<file path="config.mk">
export PLATFORM = sky130hd
export DESIGN_NAME = im2col_regs
export DESIGN_NICKNAME = d
export VERILOG_FILES = /design/src/rtl/im2col_pkg.sv /design/src/rtl/im2col_regs.sv
export SDC_FILE = /design/constraint.sdc
export NUM_CORES = 1
export LEC_CHECK = 0
export BUFFER_PORTS_ARGS = -buffer_cell sky130_fd_sc_hd__buf_4
export CORE_AREA = 5 5 70 72
export DETAILED_ROUTE_END_ITERATION = 7
export DIE_AREA = 0 0 75 77
export GPL_TIMING_DRIVEN = 0
export PLACE_DENSITY_LB_ADDON = 0.05
export SLEW_MARGIN = 20
export SYNTH_ARGS = -nofsm -noshare
export SYNTH_HDL_FRONTEND = slang
export SYNTH_SLANG_ARGS = --single-unit
</file>
<file path="constraint.sdc">
create_clock -name clock -period 3.38 [get_ports clock]
set_input_delay 0.338 -clock clock [delete_from_list [all_inputs] [get_ports clock]]
set_output_delay 0.338 -clock clock [all_outputs]
set_load 0.02 [all_outputs]
</file>
<file path="src/rtl/im2col_pkg.sv">
// Shared types and constants of the im2col patch extractor.
`default_nettype none

package im2col_pkg;

   localparam int REQ_TDATA_W = 72;
   localparam int RSP_TDATA_W = 40;
   localparam int CSR_ADDR_W  = 5;
   localparam int CSR_DATA_W  = 32;
   localparam int REG_IDX_W   = 3;

   localparam int STORE_ADDR_W = 12;
   localparam int PIXEL_W      = 32;
   localparam int CHANNEL_W    = 8;
   localparam int OUT_POS_W    = 7;
   localparam int COL_VALUE_W  = 32;
   localparam int TAP_W        = 6;

   localparam int IMG_DIM_W = 7;
   localparam int KER_DIM_W = 4;
   localparam int PAD_W     = 3;
   localparam int STEP_W    = 4;

   // window position math: 13-bit signed rows/cols, 25-bit signed addresses
   localparam int POS_W  = 13;
   localparam int CALC_W = 25;
   localparam int PROD_W = OUT_POS_W + STEP_W;
   localparam int CHH_W  = CHANNEL_W + IMG_DIM_W;

   localparam logic [REG_IDX_W-1:0] REG_IMAGE_HEIGHT  = 3'd0;
   localparam logic [REG_IDX_W-1:0] REG_IMAGE_WIDTH   = 3'd1;
   localparam logic [REG_IDX_W-1:0] REG_KERNEL_HEIGHT = 3'd2;
   localparam logic [REG_IDX_W-1:0] REG_KERNEL_WIDTH  = 3'd3;
   localparam logic [REG_IDX_W-1:0] REG_PAD_ROWS      = 3'd4;
   localparam logic [REG_IDX_W-1:0] REG_PAD_COLS      = 3'd5;
   localparam logic [REG_IDX_W-1:0] REG_STRIDE_ROWS   = 3'd6;
   localparam logic [REG_IDX_W-1:0] REG_STRIDE_COLS   = 3'd7;

   typedef enum logic {
      OP_LOAD    = 1'b0,
      OP_EXTRACT = 1'b1
   } opcode_type;

   typedef struct packed {
      logic [IMG_DIM_W-1:0] image_height;
      logic [IMG_DIM_W-1:0] image_width;
      logic [KER_DIM_W-1:0] kernel_height;
      logic [KER_DIM_W-1:0] kernel_width;
      logic [PAD_W-1:0]     pad_rows;
      logic [PAD_W-1:0]     pad_cols;
      logic [STEP_W-1:0]    stride_rows;
      logic [STEP_W-1:0]    stride_cols;
   } cfg_type;

   localparam cfg_type CFG_RESET = '{
      image_height:  7'd8,
      image_width:   7'd8,
      kernel_height: 4'd3,
      kernel_width:  4'd3,
      pad_rows:      3'd0,
      pad_cols:      3'd0,
      stride_rows:   4'd1,
      stride_cols:   4'd1
   };

   typedef struct packed {
      logic load;    // write the accepted word into the store
      logic start;   // latch an extract word, first products
      logic setup;   // form the row base address, clear tap counters
      logic issue;   // read one tap into the output register
   } cmd_type;

   typedef struct packed {
      logic out_free;
      logic last_tap;
      logic empty_kernel;
   } status_type;

endpackage

`default_nettype wire

</file>
<file path="src/rtl/im2col_regs.sv">
// Configuration register file behind the APB-style port.
`default_nettype none

module im2col_regs
   import im2col_pkg::*;
(
   input  wire logic                  clock,
   input  wire logic                  reset,
   input  wire logic                  csr_psel,
   input  wire logic                  csr_penable,
   input  wire logic                  csr_pwrite,
   input  wire logic [CSR_ADDR_W-1:0] csr_paddr,
   input  wire logic [CSR_DATA_W-1:0] csr_pwdata,
   output logic      [CSR_DATA_W-1:0] csr_prdata,
   output logic                       csr_pready,
   output cfg_type                    cfg
);

   cfg_type                cfg_ff;
   cfg_type                cfg_in;
   logic                   wr_en;
   logic [REG_IDX_W-1:0]   reg_idx;

   assign csr_pready = 1'b1;
   assign wr_en      = csr_psel && csr_penable && csr_pwrite && csr_pready;
   assign reg_idx    = csr_paddr[CSR_ADDR_W-1:2];
   assign cfg        = cfg_ff;

   always_comb begin
      cfg_in = cfg_ff;
      if (wr_en) begin
         unique case (reg_idx)
            REG_IMAGE_HEIGHT:  cfg_in.image_height  = csr_pwdata[IMG_DIM_W-1:0];
            REG_IMAGE_WIDTH:   cfg_in.image_width   = csr_pwdata[IMG_DIM_W-1:0];
            REG_KERNEL_HEIGHT: cfg_in.kernel_height = csr_pwdata[KER_DIM_W-1:0];
            REG_KERNEL_WIDTH:  cfg_in.kernel_width  = csr_pwdata[KER_DIM_W-1:0];
            REG_PAD_ROWS:      cfg_in.pad_rows      = csr_pwdata[PAD_W-1:0];
            REG_PAD_COLS:      cfg_in.pad_cols      = csr_pwdata[PAD_W-1:0];
            REG_STRIDE_ROWS:   cfg_in.stride_rows   = csr_pwdata[STEP_W-1:0];
            REG_STRIDE_COLS:   cfg_in.stride_cols   = csr_pwdata[STEP_W-1:0];
            default:           cfg_in = cfg_ff;
         endcase
      end
   end

   always_comb begin
      unique case (reg_idx)
         REG_IMAGE_HEIGHT:  csr_prdata = CSR_DATA_W'(cfg_ff.image_height);
         REG_IMAGE_WIDTH:   csr_prdata = CSR_DATA_W'(cfg_ff.image_width);
         REG_KERNEL_HEIGHT: csr_prdata = CSR_DATA_W'(cfg_ff.kernel_height);
         REG_KERNEL_WIDTH:  csr_prdata = CSR_DATA_W'(cfg_ff.kernel_width);
         REG_PAD_ROWS:      csr_prdata = CSR_DATA_W'(cfg_ff.pad_rows);
         REG_PAD_COLS:      csr_prdata = CSR_DATA_W'(cfg_ff.pad_cols);
         REG_STRIDE_ROWS:   csr_prdata = CSR_DATA_W'(cfg_ff.stride_rows);
         REG_STRIDE_COLS:   csr_prdata = CSR_DATA_W'(cfg_ff.stride_cols);
         default:           csr_prdata = '0;
      endcase
   end

   always_ff @(posedge clock) begin
      if (reset) begin
         cfg_ff <= CFG_RESET;
      end else begin
         cfg_ff <= cfg_in;
      end
   end

endmodule

`default_nettype wire

</file>
# Word-level counts from Yosys, hierarchy flattened
# Index checks and enable logic that the tools add are counted.
# totals
reg_bits	36
# classes
n_eq_ne	7
muxes	1
reduce_logical	11
# op_table
cell	count
$pmux W32 S8	1
$reduce_and A2 Y1	8
$eq A3 B3 Y1 const B	4
$eq A3 B2 Y1 const B	2
$eq A3 B1 Y1 const B	1
$logic_not A3 Y1	1
$logic_and A1 B1 Y1	2

# Logic depth before layout (Yosys ltp)
# logic_depth
word_depth	3
depth_mapped	6

# Least setup slack after synthesis
# No wires, ideal clock.
# synth_timing
path_type	input port to output port
from	input port csr_paddr[3]
to	output port csr_prdata[1]
arrival_time_ns	1.357
t_required_ns	3.042
setup_slack_ns	1.685
path_stages	6
n_path_buf	2
path_cell_list	buf_6 buf_2 mux2i_1 a221oi_1 a221oi_1 nor2_1
# synth_via
elab_chain_cells	2
elab_cells_between_ends	9
classes_between	7 x eq/ne; 1 x mux; 1 x reduce/logical
# synth_lines
element	line_no	rtl
start, declared	im2col_regs.sv:12	input wire logic [CSR_ADDR_W-1:0] csr_paddr,
$eq A3 B3 Y1 (tied with other cells)	im2col_regs.sv:47	unique case (reg_idx)
$pmux W32 S8 *	im2col_regs.sv:47	
end, declared	im2col_regs.sv:14	output logic [CSR_DATA_W-1:0] csr_prdata,
# Every way passes the cells marked *; elsewhere a longest branch is shown, timed or not. The select of a mux whose other input is x is not followed.

# Final worst setup path
# layout_timing
from	input port csr_paddr[4]
to	output port csr_prdata[1]
# The elaborated chain is that of the path after synthesis.

==> impl_metrics.json <==
{
  "synthMostInstantiatedCell": "dfxtp_1",
  "routed_wl_um": 5003,
  "maxSlewViolCount": 0,
  "wl_per_cell_um": 13.90,
  "fillCellCount": 416,
  "ctsResizeCount": 0,
  "min_period_ns": 2.026,
  "cp.arrival_ns": 1.69,
  "cts_buffers": 5,
  "num_vias": 1741,
  "post-route-worst-setup-slack_ns": 1.354,
  "vias_per_cell": 4.836,
  "drive_gt1_share_pct": 30.84,
  "largest_reg_flops": 36,
  "hold_viol": 0,
  "worst_pin_slew_ns": 0.5392,
  "startpoint_type": "primary input",
  "clk_path_buf_depth": 2,
  "r2r_setup_slack_ns": 2.70,
  "p_leak_nw": 1.223,
  "power.switching_mw": 0.2381,
  "crit_end": "csr_prdata[1]",
  "ir_worst_vdd_mv": 0.3139,
  "grt_max_degree": 11,
  "coreArea_um2": 4234,
  "syn_area_um2": 1902,
  "outcome": "finished, final reports clean",
  "clock_sinks": 36,
  "overflow": 0,
  "ys_seq_area_share_pct": 37.89,
  "dieArea_um2": 5775,
  "clock_latency_ns": 0.29,
  "final_core_util_pct": 59.93,
  "layout.cells.non_filler": 360,
  "clk_pin_slew_ns": 0.06,
  "antenna_found_initial": 0,
  "ant_nets": 0,
  "cap_violations": 0,
  "swShare_pct": 26.74,
  "ios": 111,
  "synth_top_cells_by_count": "dfxtp_1, nor2_1, buf_4, mux2i_1, nand2_1",
  "clkPwrFrac_pct": 35.2,
  "drc": 0,
  "slew_headroom_pct": 64.05,
  "portBuffers": 52,
  "synth_edf_count": 0,
  "grt_use_total_pct": 17.64,
  "async_flop_share_pct": 0,
  "area_growth_pct": 33.42,
  "place.gp.congestion": 0.7834,
  "ys_dominant_reg_cell": "dfxtp_1",
  "r2r.worst_path.cells": 2,
  "nets": 349,
  "cts_setup_buffers": 0,
  "ys_types": 27,
  "post-route-period-util_pct": 59.95,
  "hpwl_um": 3760,
  "crit_path_max_fanout": 10,
  "cts.root.buffer_cell": "clkbuf_8",
  "finalSetupViolCount": 0,
  "grt_pass1_vias": 1649,
  "intPower_mw": 0.6522,
  "antenna_cells": 0,
  "seq_power_share_pct": 48.3,
  "tns_ns": 0,
  "cp-end-kind": "primary output",
  "htreeDepth": 2,
  "die_x_um": 75,
  "start_util_pct": 44.92,
  "syn_area_per_cell_um2": 8.490,
  "reg2reg_to": "cfg[17]$_SDFFE_PP0P_",
  "rsz0062_at_grt": "no",
  "hold_class": "in -> reg",
  "synthCells": 224,
  "holdBufCountCts": 0,
  "dr.pass1.iters": 5,
  "die_h_um": 77,
  "fin_worst_skew_ns": 0,
  "comb_power_share_pct": 16.5,
  "synthTopCellsByArea": "dfxtp_1, mux2i_1, buf_4",
  "yosysTopAreaCell": "dfxtp_1",
  "ys_ff_latch": 36,
  "yosysTopAreaCellShare_pct": 37.89,
  "grt_first_pass_wirelength_um": 7859,
  "cts_tree": "built",
  "first_iter_violations": 93,
  "crit_type": "in -> out",
  "yosysWarnings": 0,
  "timing.fmax_ghz": 0.4935,
  "powerDensity_nw_per_um2": 350.9,
  "r2r_start": "cfg[17]$_SDFFE_PP0P_",
  "rows": 24,
  "worst_ep_required_time_ns": 3.04,
  "dp.cells": 352,
  "pre_cts_slack_ns": 1.372,
  "critPathLaunch": "csr_paddr[4]"
}
## layer usage
layer / global-route usage (%) / vias up / part of all wire, %
met5: 0 / - / 0
met4: 3.915 / 0 / 0.84
met3: 5.490 / 5 / 9.9
met2: 27.26 / 82 / 45
met1: 23.84 / 777 / 44
li1: - / 877 / -
## cell usage in the layout (no fill, tap or decap)
master    Yosys  final
a211o_1       1      1
a21oi_1      13     13
a221oi_1      6      6
a22o_1        3      3
a311oi_1      1      1
a31oi_1       1      1
buf_1         2      2
buf_2         3      3
buf_4        26     78
buf_6         2      2
clkbuf_1     10     12
clkbuf_8      0      6
conb_1        2     26
dfxtp_1      36     36
inv_1         4      4
mux2_2        3      3
mux2i_1      26     26
nand2_1      18     18
nand2b_1      4      4
nand3b_1      5      5
nand4_2       1      1
nand4b_4      1      1
nor2_1       31     31
nor2_4        1      1
nor2b_1       1      1
nor3_1        3      3
o21ai_0      17     17
or3_1         3      3
## worst max-delay path, cell delays in order
cell and delay, ns:
buf_4 0.09, buf_2 0.18, buf_1 0.39, a221oi_1 0.15, a221oi_1 0.30, nor2_1 0.07
buf_4 0.16
## worst min path at each step
stage,endpoint,start,depth (start not counted),slack [ns]
6_report,cfg[34]$_SDFFE_PP0P_,csr_pwdata[5],3,0.30
5_1_grt,cfg[26]$_SDFFE_PP0P_,csr_pwdata[4],3,0.30
4_1_cts,cfg[33]$_SDFFE_PP0P_,csr_pwdata[4],3,0.30
3_5_place_dp,cfg[32]$_SDFFE_PP1P_,cfg[32]$_SDFFE_PP1P_,1,0.48
3_3_place_gp,cfg[1]$_SDFFE_PP0P_,cfg[1]$_SDFFE_PP0P_,2,0.48
2_1_floorplan,cfg[25]$_SDFFE_PP1P_,csr_pwdata[3],2,0.46
## layout make-up
type,count,area [um2],area share [%]
multi-input cells,165,978.4,38.56
repair buffers,52,390.4,15.38
clock buffers,8,90.09,3.550
flip-flops and latches,36,720.7,28.40
inverters,4,15.01,0.5917
plain buffers,43,277.8,10.95
well taps,52,65.06,2.564
## power groups by stage
stage	registers (mW)	clock network [mW]	logic, mW
floorplan	0.444	0	0.102
global placement	0.440	0	0.145
detailed placement	0.440	0	0.145
CTS	0.430	0.317	0.146
global route	0.431	0.341	0.160
finish	0.430	0.313	0.147
## through the flow
| stage | instance area (um2) | hold WS (ns) | power (mW) |
|---|---|---|---|
| floorplan | 1992 | 0.4620 | 0.5457 |
| global placement | 2447 | 0.4775 | 0.5849 |
| detailed placement | 2447 | 0.4805 | 0.5854 |
| CTS | 2537 | 0.2973 | 0.8935 |
| global route | 2537 | 0.3046 | 0.9316 |
| finish | 2537 | 0.2964 | 0.8903 |
## logic make-up after synthesis
group,Yosys count,synth area share [%]
other cells,2,0.3949
buf+inv,47,15.39
mux,29,15.46
flops,36,37.89
compound gates,42,13.29
simple gates,68,17.57
Power figures use the tool's default switching activity.
