## src/rtl/im2col_pkg.sv

```systemverilog
// Shared types and constants of the im2col patch extractor.
`default_nettype none

package im2col_pkg;

   localparam int REQ_TDATA_W = 72;
   localparam int RSP_TDATA_W = 40;
   localparam int CSR_ADDR_W  = 5;
   localparam int CSR_DATA_W  = 32;
   localparam int REG_IDX_W   = 3;

   localparam int STORE_ADDR_W = 12;
   localparam int PIXEL_W      = 32;
   localparam int CHANNEL_W    = 8;
   localparam int OUT_POS_W    = 7;
   localparam int COL_VALUE_W  = 32;
   localparam int TAP_W        = 6;

   localparam int IMG_DIM_W = 7;
   localparam int KER_DIM_W = 4;
   localparam int PAD_W     = 3;
   localparam int STEP_W    = 4;

   // window position math: 13-bit signed rows/cols, 25-bit signed addresses
   localparam int POS_W  = 13;
   localparam int CALC_W = 25;
   localparam int PROD_W = OUT_POS_W + STEP_W;
   localparam int CHH_W  = CHANNEL_W + IMG_DIM_W;

   localparam logic [REG_IDX_W-1:0] REG_IMAGE_HEIGHT  = 3'd0;
   localparam logic [REG_IDX_W-1:0] REG_IMAGE_WIDTH   = 3'd1;
   localparam logic [REG_IDX_W-1:0] REG_KERNEL_HEIGHT = 3'd2;
   localparam logic [REG_IDX_W-1:0] REG_KERNEL_WIDTH  = 3'd3;
   localparam logic [REG_IDX_W-1:0] REG_PAD_ROWS      = 3'd4;
   localparam logic [REG_IDX_W-1:0] REG_PAD_COLS      = 3'd5;
   localparam logic [REG_IDX_W-1:0] REG_STRIDE_ROWS   = 3'd6;
   localparam logic [REG_IDX_W-1:0] REG_STRIDE_COLS   = 3'd7;

   typedef enum logic {
      OP_LOAD    = 1'b0,
      OP_EXTRACT = 1'b1
   } opcode_type;

   typedef struct packed {
      logic [IMG_DIM_W-1:0] image_height;
      logic [IMG_DIM_W-1:0] image_width;
      logic [KER_DIM_W-1:0] kernel_height;
      logic [KER_DIM_W-1:0] kernel_width;
      logic [PAD_W-1:0]     pad_rows;
      logic [PAD_W-1:0]     pad_cols;
      logic [STEP_W-1:0]    stride_rows;
      logic [STEP_W-1:0]    stride_cols;
   } cfg_type;

   localparam cfg_type CFG_RESET = '{
      image_height:  7'd8,
      image_width:   7'd8,
      kernel_height: 4'd3,
      kernel_width:  4'd3,
      pad_rows:      3'd0,
      pad_cols:      3'd0,
      stride_rows:   4'd1,
      stride_cols:   4'd1
   };

   typedef struct packed {
      logic load;    // write the accepted word into the store
      logic start;   // latch an extract word, first products
      logic setup;   // form the row base address, clear tap counters
      logic issue;   // read one tap into the output register
   } cmd_type;

   typedef struct packed {
      logic out_free;
      logic last_tap;
      logic empty_kernel;
   } status_type;

endpackage

`default_nettype wire

```

## src/rtl/im2col_ctrl.sv

```systemverilog
// Sequencer: accepts words, steps setup and the tap walk.
`default_nettype none

module im2col_ctrl
   import im2col_pkg::*;
(
   input  wire logic clock,
   input  wire logic reset,
   input  wire logic req_tvalid,
   input  wire logic req_opcode,
   output logic      req_tready,
   input  status_type stat,
   output cmd_type    cmd
);

   typedef enum logic [2:0] {
      ST_IDLE  = 3'b001,
      ST_SETUP = 3'b010,
      ST_RUN   = 3'b100
   } state_type;

   state_type state_ff;
   state_type state_in;
   logic      accept;

   assign req_tready = (state_ff == ST_IDLE);
   assign accept     = req_tvalid && req_tready;

   always_comb begin
      cmd       = '0;
      cmd.load  = accept && (req_opcode == OP_LOAD);
      cmd.start = accept && (req_opcode == OP_EXTRACT);
      state_in  = state_ff;
      unique case (state_ff)
         ST_IDLE: begin
            if (cmd.start) begin
               state_in = ST_SETUP;
            end
         end
         ST_SETUP: begin
            cmd.setup = 1'b1;
            state_in  = stat.empty_kernel ? ST_IDLE : ST_RUN;
         end
         ST_RUN: begin
            cmd.issue = stat.out_free;
            if (cmd.issue && stat.last_tap) begin
               state_in = ST_IDLE;
            end
         end
         default: state_in = ST_IDLE;
      endcase
   end

   always_ff @(posedge clock) begin
      if (reset) begin
         state_ff <= ST_IDLE;
      end else begin
         state_ff <= state_in;
      end
   end

   a_last_ends_walk: assert property (@(posedge clock) disable iff (reset)
      cmd.issue && stat.last_tap |=> state_ff == ST_IDLE)
      else $error("walk did not end after last tap");

endmodule

`default_nettype wire

```

## config.mk

```make
export PLATFORM = sky130hd
export DESIGN_NAME = im2col_ctrl
export DESIGN_NICKNAME = d
export VERILOG_FILES = /design/src/rtl/im2col_pkg.sv /design/src/rtl/im2col_ctrl.sv
export SDC_FILE = /design/constraint.sdc
export NUM_CORES = 1
export LEC_CHECK = 0
export ABC_CLOCK_PERIOD_IN_PS = 900
export BUFFER_PORTS_ARGS = -buffer_cell sky130_fd_sc_hd__buf_2
export CELL_PAD_IN_SITES_DETAIL_PLACEMENT = 0
export CELL_PAD_IN_SITES_GLOBAL_PLACEMENT = 2
export CORE_AREA = 3 3 40 42
export DETAILED_ROUTE_END_ITERATION = 12
export DIE_AREA = 0 0 43 45
export GPL_TIMING_DRIVEN = 0
export PLACE_DENSITY = 0.63
export SYNTH_ARGS = -nofsm -noshare
export SYNTH_HDL_FRONTEND = slang
export SYNTH_SLANG_ARGS = --single-unit
```

## constraint.sdc

```tcl
create_clock -name clock -period 0.9 [get_ports clock]
set_clock_uncertainty 0.05 [all_clocks]
set_input_delay 0.135 -clock clock [delete_from_list [all_inputs] [get_ports clock]]
set_output_delay 0.135 -clock clock [all_outputs]
set_load 0.01 [all_outputs]
```

# Yosys cells after proc, flatten, opt, wreduce, memory -nomap -nowiden
# Index checks and enable logic that the tools add are counted.
[word_totals] out_inout_bits=5 inputBits=7 register_bits=3 word_cells=18
[op_classes] n_mux=6 reduce_logical=5 n_bitwise=1 eq_ne=5
[ops] operator="2-to-1 mux 3 bit" count=3
[ops] operator="one-hot mux 3 bit (3 select lines)" count=1
[ops] operator="logical AND 1 bit" count=4
[ops] operator="== test 3 x 1 -> 1 bit, second input constant" count=1
[ops] operator="== test 3 x 2 -> 1 bit, second input constant" count=1
[ops] operator="== test 3 bit, second input constant" count=1
[ops] operator="2-to-1 mux 1 bit" count=2
[ops] operator="inequality test 2 x 1 -> 1 bit, second input constant" count=1
[ops] operator="inequality test 2 bit, second input constant" count=1
[ops] operator="AND reduction 2 bit" count=1
[ops] operator="NOT 1 bit" count=1

# Logic depth before layout (Yosys ltp)
# Gate-level depths: netlist of run 1.
[logic_depth] depth_word=5 depth_mapped=3 mapped_depth_nobuf=3

# Least setup slack after synthesis of run 1
# Ideal clock, no wire load.
[synth_timing] path_type="reg2out" start="register state_ff[0]" end="output cmd[2] in the netlist's numbering" path_stages_with_launch=3 n_path_buf=0 required_time_ns=0.715 arrival_time_ns=0.978 slack_ns=-0.263 path_cell_list="dfxtp_1 > nor3b_1 > and3_1"
[synth_rtl] item="start, declared" line_no="im2col_ctrl.sv:22" rtl="state_type state_ff;"
[synth_rtl] item="start signal, assigned" line_no="im2col_ctrl.sv:58" rtl="state_ff <= state_in;"
[synth_rtl] item="end, declared" line_no="im2col_ctrl.sv:13" rtl="output cmd_type cmd"

==> results.cfg, run 1 <==
[logic_synthesis]
netlist_area_um2 = 159
synth_top_area_share_pct = 37.8
synth_commonest_cells = 3 x dfxtp_1, 3 x nor2_1, 2 x nor3b_1
syn-num-nets = 24
synth_edf_count = 0
synth-seq-cells = 3
ys_seq_area_share_pct = 37.8
synth_top_cell_by_area = dfxtp_1
synth-async-reset-ratio_pct = 0
synth_cell_types = 12
avgSynthCellArea_um2 = 9.35
yosysWarningCount = 0
synth_area_leaders = dfxtp_1 38%, nor3b_1 9.4%, nor3b_2 7.9%, nand4bb_1 7.1%, nor2_1 7.1%
ys.flop_type = dfxtp_1
synth_cells = 17

[final_layout]
largest_reg_flops = 3
drive_gt1_share_pct = 74.3
fin_util_pct = 24.9
layout.cells.non_filler = 50
largestRegisters = state_ff: 3 flops
nNetsFinal = 43
fillerInstances = 150
syn2layout_area_growth_pct = 102
top_register = state_ff
diodes = 0

[detailed_routing]
via_per_inst = 3.98
dr_total_vias = 199
ant_nets = 0
wl_per_cell_um = 9.52
wl_um = 476
drt_iter0_drc = 0
drc = 0
drt-pass1-iter-count = 1

[sta]
fin_crit_sh_pct = 139
max_freq_mhz = 799
layout_setup_ws_ns = -0.351
rsz0062_at_grt = yes
relSlewSlack_pct = 82.6
holdWs_ns = 0.0330
worst_slew_pin_slew_ns = 0.253
hold_viol = 0
fin_crit_ns = 1.25
setup_violations = 8
maxSlewViolCount = 0
tns_ns = -1.73

[clocking]
cts_tree = built
cts_buffers = 3
cts.clk_slew.worst_paths_ns = 0.04
cts_buffer_depth = 2
h-tree-depth = 1
clockRootBuffer = clkbuf_4
clkLatencyLatePin_ns = 0.23
clock-sinks = 3

[worst_setup_path]
r2r_start = state_ff[1]
cp_max_fo = 5
arrival_ns = 1.07
reg2reg_slack_ns = -0.20
reg2reg_depth = 3
critPathLaunchType = flip-flop
r2r-end = state_ff[0]
crit_path_end_kind = output port
worstSetupPathType = reg -> out
required_ns = 0.71

[global_routing]
track_usage_pct = 6.16
grt_start_max_net_pins = 7
antenna_found_initial = 0
gr-total-overflow = 0
grt_pass1_vias = 198
grt_pass1_wl_um = 869

[power_and_ir_drop]
power_density_nw_per_um2 = 1390
p_leak_nw = 0.143
p_int_mw = 0.343
clkPwrFrac_pct = 53.1
swShare_pct = 22.9
power_frac_seq_pct = 31.6
vdd_drop_max_uv = 503
p_switching_mw = 0.102
pwr-share-comb_pct = 15.3

[floorplan]
rows = 13
die_h_um = 45
dieArea_um2 = 1940
core_area_um2 = 1280
ios = 12
start_util_pct = 12.4
die_width_um = 43

[placement]
place_congestion = 0.752
dp.cells = 43
dpl_worst_slack_ns = -0.174
io_buffers = 11

[worst_hold_path]
hold_start = reset
hold_depth = 2
hold_class = in -> reg
holdPathEnd = state_ff[1]

[run]
cap_viol_max_count = 0

[status]
violations = negative setup slack
status = complete, but fails checks
-- metrics by stage --
step	total power, mW	area, um^2
after floorplan	0.169	166
after global placement	0.197	240
after detailed placement	0.197	240
after CTS	0.452	297
after global routing	0.477	320
final	0.444	320
-- placed cells by master, fill, tap and decap left out --
cell type | netlist | routed
or2_4 | 0 | 1
a21boi_1 | 0 | 1
nor2_2 | 0 | 1
nand2_2 | 0 | 1
nor3b_2 | 1 | 2
buf_4 | 0 | 3
dfxtp_2 | 0 | 1
mux2i_1 | 1 | 1
clkbuf_1 | 0 | 1
clkbuf_4 | 0 | 3
nor2_1 | 3 | 2
nor3b_4 | 0 | 1
dfxtp_4 | 0 | 2
o21ba_1 | 1 | 1
nor3_1 | 1 | 1
buf_6 | 0 | 1
and3_1 | 1 | 1
nand4bb_1 | 1 | 1
buf_2 | 0 | 10
-- timing repair --
action,in CTS,in global routing
setup buffers,2,1
pin swaps,3,3
hold buffers,0,0
endpoints found under the setup margin,7,8
hold endpoints to repair,0,0
resized for setup,6,4
-- power groups by stage --
stage / clock network, mW / registers [mW] / logic (mW)
2_1_floorplan: 0 / 0.144 / 0.0254
3_3_place_gp: 0 / 0.146 / 0.0510
3_5_place_dp: 0 / 0.146 / 0.0510
4_1_cts: 0.246 / 0.141 / 0.0653
5_1_grt: 0.260 / 0.141 / 0.0759
6_report: 0.236 / 0.140 / 0.0680
-- worst max path at each step --
stage	from	endpoint	slack [ns]	cells after the start
2_1_floorplan	state_ff[0]	cmd[2]	-0.12	2
3_3_place_gp	state_ff[1]	state_ff[0]	-0.18	3
3_5_place_dp	state_ff[1]	state_ff[0]	-0.17	3
4_1_cts	state_ff[0]	cmd[2]	-0.34	3
5_1_grt	state_ff[0]	cmd[2]	-0.42	3
6_report	state_ff[1]	cmd[2]	-0.35	3
-- layer usage --
layer | GRT usage [%] | vias up | share of wire, %
met3 | 4.38 | 0 | 14
met5 | 0 | - | 0
met1 | 7.45 | 90 | 42
met4 | 3.61 | 0 | 0
li1 | - | 97 | -
met2 | 7.78 | 12 | 43
-- kinds of logic after synthesis --
logic type	synth area share, %
multiplexers	6.30
flip-flops	37.8
AO/OA/AOI/OAI	11.0
AND/OR/NAND/NOR	44.9
-- critical path, stage by stage (launching register included) --
cell and delay, ns:
dfxtp_2 0.34, nor3b_4 0.20, and3_1 0.17, buf_2 0.12
-- area by class of cell --
cell class,instances,area (um^2),share of cell area [%]
multi-input combinational,14,123,38.3
timing repair buffer,14,83.8,26.2
sequential,3,68.8,21.5
clock buffer,4,26.3,8.20
tap,15,18.8,5.86
Note: power is estimated with default switching activity, not from simulation.
==> run 2, diff against run 1 <==
--- a/config.mk
+++ b/config.mk
@@ -13,7 +13,7 @@
 export DETAILED_ROUTE_END_ITERATION = 12
 export DIE_AREA = 0 0 43 45
 export GPL_TIMING_DRIVEN = 0
-export PLACE_DENSITY = 0.63
+export PLACE_DENSITY = 0.52
 export SYNTH_ARGS = -nofsm -noshare
 export SYNTH_HDL_FRONTEND = slang
 export SYNTH_SLANG_ARGS = --single-unit
==> run 2 against run 1 <==
  * The run still ends with negative setup slack left
  * Count of clock-buffer cells in the layout unchanged
  * Clock power about the same
  * Power decreased by 0.71%
  * Fmax decreased by 0.86%
  * Flip-flop and latch count unchanged
  * Setup slack got worse by 0.011 ns
  * Design area decreased by 3.9%
  * Worst hold slack got worse by 0.014 ns
  * Non-clock buffer count decreased by 2
  * Sequential share of layout area increased by 1.7 points
  * Via count decreased by 3.5%
  * Register-to-register slack got worse by 0.11 ns
  * Critical endpoint unchanged
  * Highest routed layer is now met4
==> results.cfg, run 2 (same netlist as run 1, synthesis figures left out) <==
[status]
status = complete, but fails checks
violations = negative setup slack

[sta]
fin_crit_ns = 1.26
layout_setup_ws_ns = -0.362
fin_crit_sh_pct = 140
maxSlewViolCount = 0
worst_slew_pin_slew_ns = 0.204
tns_ns = -1.84
setup_violations = 7
hold_viol = 0
max_freq_mhz = 792
relSlewSlack_pct = 86.0
holdWs_ns = 0.0192
rsz0062_at_grt = yes

[final_layout]
largest_reg_flops = 3
nNetsFinal = 41
fillerInstances = 149
layout_common_cells = 11 x buf_2, 3 x clkbuf_4, 3 x dfxtp_4, 2 x nor2_1
fin_util_pct = 24.0
syn2layout_area_growth_pct = 93.7
drive_gt1_share_pct = 69.7
largestRegisters = state_ff: 3 flops
top_register = state_ff
final_common_cell = buf_2
diodes = 0

[worst_setup_path]
reg2reg_depth = 4
r2r-end = state_ff[0]
reg2reg_slack_ns = -0.31
critPathLaunchType = flip-flop
arrival_ns = 1.08
cp_max_fo = 5
worstSetupPathType = reg -> out
r2r_start = state_ff[2]
cp-startpoint = state_ff[0]
crit_path_end_kind = output port
required_ns = 0.71

[floorplan]
ios = 12
core_area_um2 = 1280
die_width_um = 43
rows = 13
start_util_pct = 12.4
die_h_um = 45
dieArea_um2 = 1940

[placement]
place_congestion = 0.614
dpl_worst_slack_ns = -0.174
dpl.hpwl_um = 344
io_buffers = 11

[clocking]
cts_buffer_depth = 2
h-tree-depth = 1
clkLatencyLatePin_ns = 0.23
clockRootBuffer = clkbuf_4
cts_tree = built
cts_buffers = 3
clock-sinks = 3
cts.clk_slew.worst_paths_ns = 0.04
hold_buffers = 0

[run]
cap_viol_max_count = 0

[global_routing]
grt_start_max_net_pins = 7
antenna_found_initial = 0
grt_pass1_wl_um = 676
gr-total-overflow = 0
track_usage_pct = 5.74
grt_pass1_vias = 169

[power_and_ir_drop]
power_density_nw_per_um2 = 1430
vdd_drop_max_uv = 542
power_mw = 0.441
p_leak_nw = 0.130

[detailed_routing]
dr_total_vias = 192
routed.top_layer = met4
drt_iter0_drc = 0
drc = 0
wl_met3_um = 58
via_per_inst = 4.00
wl_per_cell_um = 9.71
drt-pass1-iter-count = 1
ant_nets = 0
wl_met2_um = 240
routedLengthMet1_um = 143
wl_um = 466

[worst_hold_path]
holdPathEnd = state_ff[1]
hold_class = in -> reg
hold_depth = 2
hold_start = reset
run 2: how the worst max path moves through the flow:
stage | end | cells past startpoint
5_1_grt | cmd[2] | 3
3_3_place_gp | state_ff[0] | 3
6_report | cmd[2] | 3
4_1_cts | cmd[2] | 3
2_1_floorplan | cmd[2] | 2
3_5_place_dp | state_ff[0] | 3
run 2: per-layer routing:
layer  track usage (%)  vias up
li1                  -       93
met1              3.85       86
met2              7.19        9
met3              5.58        4
met4              9.04        0
met5                 0        -
run 2: cell type report:
| type | count | area (um^2) | area share (%) |
|---|---|---|---|
| timing repair buffer | 12 | 62.6 | 20.3 |
| multi-input combinational | 14 | 129 | 41.9 |
| tap | 15 | 18.8 | 6.10 |
| sequential | 3 | 71.3 | 23.2 |
| clock buffer | 4 | 26.3 | 8.54 |
run 2: report_power, final:
part,total [mW],switching (mW),internal [mW]
sequential,0.139,0.00731,0.132
clock,0.236,0.0699,0.166
combinational,0.0658,0.0248,0.0410
run 2: what timing repair did:
action / in CTS / in global routing
setup endpoints to repair: 7 / 8
pin swaps: 1 / 4
buffers inserted: 0 / 1
gates resized for setup: 3 / 5
run 2: through the flow:
stage,instance area (um^2),cells
after floorplan,166,17
after global placement,240,43
after detailed placement,240,43
after CTS,270,47
after global routing,308,48
final,308,48
run 2: worst max-delay path: stages (launching register included):
cell	delay [ns]
dfxtp_4	0.37
nor3b_4	0.19
and3_1	0.16
buf_2	0.12
